<file path="src/design/linear_array_deque_with_search_top_macros.svh">
// ----------------------------------------------------------------------------
// Deque assertion macros
// Shared wrappers for the concurrent checks in the deque RTL.
// ----------------------------------------------------------------------------
`ifndef LINEAR_ARRAY_DEQUE_WITH_SEARCH_TOP_MACROS_SVH
`define LINEAR_ARRAY_DEQUE_WITH_SEARCH_TOP_MACROS_SVH

// same-cycle implication, muted while reset is low
`define LDQ_ASSERT_IMP(lbl, clk, rst_n, ante, cons, msg) \
    lbl: assert property (@(posedge clk) disable iff (!rst_n) (ante) |-> (cons)) \
        else $error(msg);

// next-cycle implication, muted while reset is low
`define LDQ_ASSERT_NXT(lbl, clk, rst_n, ante, cons, msg) \
    lbl: assert property (@(posedge clk) disable iff (!rst_n) (ante) |=> (cons)) \
        else $error(msg);

`endif

</file>
<file path="src/design/ldq_pkg.sv">
`timescale 1ns / 1ps
// ----------------------------------------------------------------------------
// Deque package
// Sizes, operation and status codes, controller states, command/status structs.
// ----------------------------------------------------------------------------
package ldq_pkg;

    localparam int DEPTH   = 128;
    localparam int DATA_W  = 32;
    localparam int OP_W    = 3;
    localparam int ADDR_W  = (DEPTH > 1) ? $clog2(DEPTH) : 1;
    localparam int REAR_W  = ADDR_W + 1;   // -1 .. DEPTH-1
    localparam int FRONT_W = ADDR_W + 2;   // -1 .. DEPTH

    localparam logic [OP_W-1:0] OP_PUSH_FRONT = 3'd0;
    localparam logic [OP_W-1:0] OP_PUSH_REAR  = 3'd1;
    localparam logic [OP_W-1:0] OP_POP_FRONT  = 3'd2;
    localparam logic [OP_W-1:0] OP_POP_REAR   = 3'd3;
    localparam logic [OP_W-1:0] OP_SEARCH     = 3'd4;

    typedef enum logic [1:0] {
        STAT_OK      = 2'd0,
        STAT_REFUSED = 2'd1,
        STAT_EMPTY   = 2'd2
    } t_status;

    typedef enum logic [1:0] {
        S_IDLE,
        S_POP,
        S_SEARCH
    } t_state;

    typedef enum logic [2:0] {
        IDX_HOLD,
        IDX_FIRST,
        IDX_FRONT_DEC,
        IDX_REAR_INC,
        IDX_FRONT_INC,
        IDX_REAR_DEC
    } t_idx_op;

    typedef enum logic [1:0] {
        RD_FRONT,
        RD_REAR,
        RD_NEXT
    } t_rd_sel;

    typedef struct packed {
        t_idx_op idx_op;
        logic    rd_en;
        t_rd_sel rd_sel;
        logic    key_load;
        logic    res_load;
        t_status res_status;
        logic    res_popped;
        logic    res_found;
    } t_dp_cmd;

    typedef struct packed {
        logic never_used;
        logic empty;
        logic front_zero;
        logic rear_full;
        logic match;
        logic last;
    } t_dp_status;

endpackage

</file>
<file path="src/design/ldq_ctrl.sv">
`timescale 1ns / 1ps
`include "linear_array_deque_with_search_top_macros.svh"
// ----------------------------------------------------------------------------
// Deque controller
// Handshake, operation decode and pop/search sequencing.
// ----------------------------------------------------------------------------
module ldq_ctrl (
    input  logic                       i_clk,
    input  logic                       i_rst_n,
    input  logic                       i_in_valid,
    output logic                       o_in_ready,
    input  logic [ldq_pkg::OP_W-1:0]   i_in_op,
    output logic                       o_out_valid,
    input  logic                       i_out_ready,
    input  ldq_pkg::t_dp_status        i_status,
    output ldq_pkg::t_dp_cmd           o_cmd
);
    import ldq_pkg::*;

    t_state r_state;
    t_state n_state;
    logic   r_out_valid;
    logic   n_out_valid;
    logic   in_accept;

    assign o_in_ready  = (r_state == S_IDLE) && (!r_out_valid || i_out_ready);
    assign in_accept   = i_in_valid && o_in_ready;
    assign o_out_valid = r_out_valid;

    // next state
    always_comb begin
        n_state = r_state;
        unique case (r_state)
            S_IDLE: begin
                if (in_accept && !i_status.empty) begin
                    if (i_in_op == OP_POP_FRONT || i_in_op == OP_POP_REAR) begin
                        n_state = S_POP;
                    end else if (i_in_op == OP_SEARCH) begin
                        n_state = S_SEARCH;
                    end
                end
            end
            S_POP: n_state = S_IDLE;
            S_SEARCH: begin
                if (i_status.match || i_status.last) begin
                    n_state = S_IDLE;
                end
            end
            default: n_state = S_IDLE;
        endcase
    end

    // commands
    always_comb begin
        o_cmd            = '0;
        o_cmd.idx_op     = IDX_HOLD;
        o_cmd.rd_sel     = RD_FRONT;
        o_cmd.res_status = STAT_OK;
        unique case (r_state)
            S_IDLE: begin
                if (in_accept) begin
                    unique case (i_in_op)
                        OP_PUSH_FRONT: begin
                            o_cmd.res_load = 1'b1;
                            if (i_status.never_used) begin
                                o_cmd.idx_op = IDX_FIRST;
                            end else if (i_status.front_zero) begin
                                o_cmd.res_status = STAT_REFUSED;
                            end else begin
                                o_cmd.idx_op = IDX_FRONT_DEC;
                            end
                        end
                        OP_PUSH_REAR: begin
                            o_cmd.res_load = 1'b1;
                            if (i_status.never_used) begin
                                o_cmd.idx_op = IDX_FIRST;
                            end else if (i_status.rear_full) begin
                                o_cmd.res_status = STAT_REFUSED;
                            end else begin
                                o_cmd.idx_op = IDX_REAR_INC;
                            end
                        end
                        OP_POP_FRONT: begin
                            if (i_status.empty) begin
                                o_cmd.res_load   = 1'b1;
                                o_cmd.res_status = STAT_EMPTY;
                            end else begin
                                o_cmd.rd_en  = 1'b1;
                                o_cmd.rd_sel = RD_FRONT;
                                o_cmd.idx_op = IDX_FRONT_INC;
                            end
                        end
                        OP_POP_REAR: begin
                            if (i_status.empty) begin
                                o_cmd.res_load   = 1'b1;
                                o_cmd.res_status = STAT_EMPTY;
                            end else begin
                                o_cmd.rd_en  = 1'b1;
                                o_cmd.rd_sel = RD_REAR;
                                o_cmd.idx_op = IDX_REAR_DEC;
                            end
                        end
                        OP_SEARCH: begin
                            if (i_status.empty) begin
                                o_cmd.res_load   = 1'b1;
                                o_cmd.res_status = STAT_EMPTY;
                            end else begin
                                o_cmd.rd_en    = 1'b1;
                                o_cmd.rd_sel   = RD_FRONT;
                                o_cmd.key_load = 1'b1;
                            end
                        end
                        default: o_cmd.res_load = 1'b1;  // unused codes: plain ok
                    endcase
                end
            end
            S_POP: begin
                o_cmd.res_load   = 1'b1;
                o_cmd.res_popped = 1'b1;
            end
            S_SEARCH: begin
                if (i_status.match) begin
                    o_cmd.res_load  = 1'b1;
                    o_cmd.res_found = 1'b1;
                end else if (i_status.last) begin
                    o_cmd.res_load = 1'b1;
                end else begin
                    o_cmd.rd_en  = 1'b1;
                    o_cmd.rd_sel = RD_NEXT;
                end
            end
            default: begin
            end
        endcase
    end

    assign n_out_valid = o_cmd.res_load || (r_out_valid && !i_out_ready);

    always_ff @(posedge i_clk) begin
        if (!i_rst_n) begin
            r_state     <= S_IDLE;
            r_out_valid <= 1'b0;
        end else begin
            r_state     <= n_state;
            r_out_valid <= n_out_valid;
        end
    end

    `LDQ_ASSERT_NXT(a_pop_result, i_clk, i_rst_n, r_state == S_POP, r_out_valid, "pop gave no result")
    `LDQ_ASSERT_IMP(a_no_overwrite, i_clk, i_rst_n, r_out_valid && !i_out_ready, !o_cmd.res_load, "result overwritten while stalled")
    `LDQ_ASSERT_NXT(a_search_ends, i_clk, i_rst_n, r_state == S_SEARCH, r_state == S_SEARCH || r_out_valid, "search left without a result")
endmodule

</file>
<file path="config.mk">
export PLATFORM = sky130hd
export DESIGN_NAME = ldq_ctrl
export DESIGN_NICKNAME = d
export VERILOG_FILES = /design/src/design/ldq_pkg.sv /design/src/design/ldq_ctrl.sv
export VERILOG_INCLUDE_DIRS = /design/src /design/src/design
export SDC_FILE = /design/constraint.sdc
export NUM_CORES = 1
export LEC_CHECK = 0
export CAP_MARGIN = 0
export CORE_AREA = 3 3 40 42
export DETAILED_ROUTE_END_ITERATION = 8
export DIE_AREA = 0 0 43 45
export DONT_BUFFER_PORTS = 1
export MAX_ROUTING_LAYER = met4
export PLACE_DENSITY = 0.44
export SLEW_MARGIN = 20
export SYNTH_ARGS = -nofsm -noshare
export SYNTH_HDL_FRONTEND = slang
export SYNTH_SLANG_ARGS = --single-unit
</file>
<file path="constraint.sdc">
create_clock -name i_clk -period 2.1 [get_ports i_clk]
set_input_delay 0.42 -clock i_clk [delete_from_list [all_inputs] [get_ports i_clk]]
set_output_delay 0.42 -clock i_clk [all_outputs]
set_load 0.1 [all_outputs]
</file>
==> impl_results.md <==
* Status: finished, violations left
* Failing checks: setup timing
* Worst hold-check path type: in -> reg
* Pwr Density at 467.8 nW/um^2
* Transition time of the tightest slew-check pin at 0.3196 ns
* Area of the core region at 1285 um^2
* CTS clk-pin slew, worst paths at 0.03 ns
* Final weighted congestion in routability-driven placement at 0.7163
* Data required time at the worst endpoint at 1.68 ns
* Number of nets with antenna violations after routing at 0
* Sequential-to-total area share from yosys stat at 0.1905
* Via count at 351
* Standard-cell row count at 13
* Syn_nets at 50
* Number of synthesized register bits at 3
* Max-slew headroom at 0.7808
* Min cycle time layout at 2.241 ns
* Count of unique library cells instantiated by Yosys at 22
* Clock latency of the later-clocked register in the worst-skew pair at 0.23 ns
* Synthesis warning total at 0
* Root Buffer: sky130_fd_sc_hd__clkbuf_4
* Final slew viol count at 0
* Routed Wire Length at 917 um
* Post-DR vias/cell at 4.743
* Number of global-route vias before repair at 387
* Post-detailed-placement cell area at 613.1 um^2
* Post-Syn Area per Cell at 8.522 um^2
* Overall routing resource usage at 0.1080
* Ports placed on the boundary at 27
* Diode insertion count for antenna repair at 0
* Critical Path Start Type: flip-flop
* Floorplan die area at 1935 um^2
* Count of hold-fix buffers inserted at cts at 0
* Number of cells produced by synthesis at 37
* Setup tns final at -0.6983 ns
* Wire length of the first global-routing pass at 1580 um
* Clock tree from TritonCTS: done
* Leak pwr at 0.2845 nW
* Die boundary width at 43 um
* Final non-filler cell total at 74
* Clock tree buffer depth at 2
* Number of remaining DRC errors at 0
* RSZ-0062 raised after global routing: yes
* Final hold slack at 0.3135 ns
* Worst clock skew on the final layout at 0.001146 ns
* Maximum vdd ir drop at 0.2047 mV
* Placed cell count at 69
* Arrival @ worst endpoint at 1.82 ns
* Detail Placement HPWL at 820.2 um
* Final period util at 1.067
* Number of setup violations in the final report at 9
* Class of the most critical setup path: reg -> out
* Antenna violations before repair at 0
* # H-tree levels at 1
* Share of post-route cells with drive strength above 1 at 0.6949
* Fillers at 126
* Element type at the critical path end: output port
* Max-cap violations at 0
* Area overhead of the layout relative to synthesis at 116.3%
* Highest fanout seen on the critical path at 3
* Endpoints failing hold at 0
* Remaining global-route overflow at 0
* Initial Utilization at 0.2454
* Slack of the critical path at -0.1410 ns
* Total standard cell area after synthesis at 315.3 um^2
* Post-detailed-route wirelength per cell at 12.39 um
* Pin count of the biggest net entering global routing at 7
* Final standard cell utilization of the core at 0.5307
* Number of detailed-route iterations in the first pass at 2
* Buffers on Ports at 0
* Top achievable clock speed at 446.2 MHz
* Clock sinks at 3
* Iter 0 DRT Violations at 5
* Non-Filler Cell Area, Final at 681.9 um^2
* Number of nets in the layout at 73
* Number of buffers created by CTS at 3
* Die outline height at 45 um
worst max-delay path: stages (launching register included):
cell and delay, ns:
sky130_fd_sc_hd__dfxtp_4 0.33, sky130_fd_sc_hd__nor2b_4 0.12, sky130_fd_sc_hd__or4b_4 0.52, sky130_fd_sc_hd__buf_6 0.16, sky130_fd_sc_hd__and4bb_4 0.30, sky130_fd_sc_hd__buf_12 0.17
logic make-up (layout without fill, tap and decap cells):
kind of cell / Yosys count / after routing / synth area share
and+or+nand+nor: 23 / 23 / 0.5556
AOI/OAI and AO/OA: 8 / 8 / 0.1746
DFF: 3 / 3 / 0.1905
buffers and inverters: 2 / 24 / 0.04761
muxes: 1 / 1 / 0.03175
flip-flops by register name (all words and copies together), names as in the netlist:
signal / cells
r_state: 2
o_out_valid: 1
worst paths after layout:
check                                 start  depth (start not counted)          end  slack (ns)
worst min register to register  o_out_valid                          3  o_out_valid        0.73
worst max-delay path            o_out_valid                          5    o_cmd[10]       -0.14
worst min-delay path                i_rst_n                          1  o_out_valid        0.31
worst max register to register  o_out_valid                          6   r_state[1]        0.37
power by group:
part	total, mW	internal, mW	leakage, nW	switching [mW]
clock network	0.0962	0.0709	0.0150	0.0253
registers	0.0605	0.0596	0.0251	0.000960
logic	0.162	0.0562	0.244	0.106
total	0.319	0.187	0.285	0.132
stage by stage:
step	total power, mW	worst slack, ns
after floorplan	0.1763	-0.8766
after global placement	0.2156	0.07255
after detailed placement	0.2168	0.06043
after CTS	0.3238	-0.1558
after global routing	0.3329	-0.1859
final	0.3190	-0.1410
synthesized netlist by cell type:
library cell / n / area share
sky130_fd_sc_hd__dfxtp_1: 3 / 0.19
sky130_fd_sc_hd__nor2_1: 3 / 0.036
sky130_fd_sc_hd__and4bb_2: 1 / 0.040
sky130_fd_sc_hd__nor3_4: 2 / 0.10
sky130_fd_sc_hd__mux2i_1: 1 / 0.032
sky130_fd_sc_hd__nor3_1: 2 / 0.032
sky130_fd_sc_hd__nor4b_1: 1 / 0.028
sky130_fd_sc_hd__o22a_1: 1 / 0.028
sky130_fd_sc_hd__nor2b_1: 3 / 0.060
sky130_fd_sc_hd__a21o_1: 1 / 0.024
sky130_fd_sc_hd__buf_6: 1 / 0.036
sky130_fd_sc_hd__inv_1: 1 / 0.012
sky130_fd_sc_hd__or2b_2: 1 / 0.028
sky130_fd_sc_hd__a21oi_1: 3 / 0.048
sky130_fd_sc_hd__or3b_2: 1 / 0.028
sky130_fd_sc_hd__and2_1: 3 / 0.060
sky130_fd_sc_hd__nand2_1: 3 / 0.036
sky130_fd_sc_hd__o21ai_2: 1 / 0.028
sky130_fd_sc_hd__or4b_4: 1 / 0.044
sky130_fd_sc_hd__nor2b_4: 1 / 0.044
sky130_fd_sc_hd__o21a_1: 2 / 0.048
sky130_fd_sc_hd__or2_2: 1 / 0.020
final cells by class:
class | instances | area [um^2] | area share
repair buffers | 19 | 250.2 | 0.3670
well taps | 15 | 18.77 | 0.02752
inverters | 1 | 3.754 | 0.005505
flip-flops and latches | 3 | 63.81 | 0.09358
clock buffers | 4 | 26.28 | 0.03853
multi-input cells | 32 | 319.1 | 0.4679
routing by layer:
layer	track usage	part of all wire	up-vias
li1	-	-	176
met3	0.007968	0.082	0
met1	0.1154	0.35	159
met5	-	0	-
met4	0.05422	0	0
met2	0.2006	0.56	16
placed cells by master (no fill, tap or decap), types with 2 or more instances in the layout:
master	synthesis	layout
sky130_fd_sc_hd__buf_4	0	9
sky130_fd_sc_hd__o21a_1	2	2
sky130_fd_sc_hd__a21oi_1	3	3
sky130_fd_sc_hd__nor2b_4	1	2
sky130_fd_sc_hd__buf_6	1	2
sky130_fd_sc_hd__buf_12	0	8
sky130_fd_sc_hd__dfxtp_1	3	2
sky130_fd_sc_hd__nand2_1	3	3
sky130_fd_sc_hd__nor3_4	2	4
sky130_fd_sc_hd__clkbuf_4	0	3
sky130_fd_sc_hd__and2_1	3	2
what timing repair did:
| action | CTS | global route |
|---|---|---|
| setup buffers | 0 | 1 |
| pin swaps | 1 | 3 |
| endpoints found under the setup margin | 9 | 9 |
| resized for setup | 7 | 1 |
Note: power is estimated with default switching activity, not from simulation.
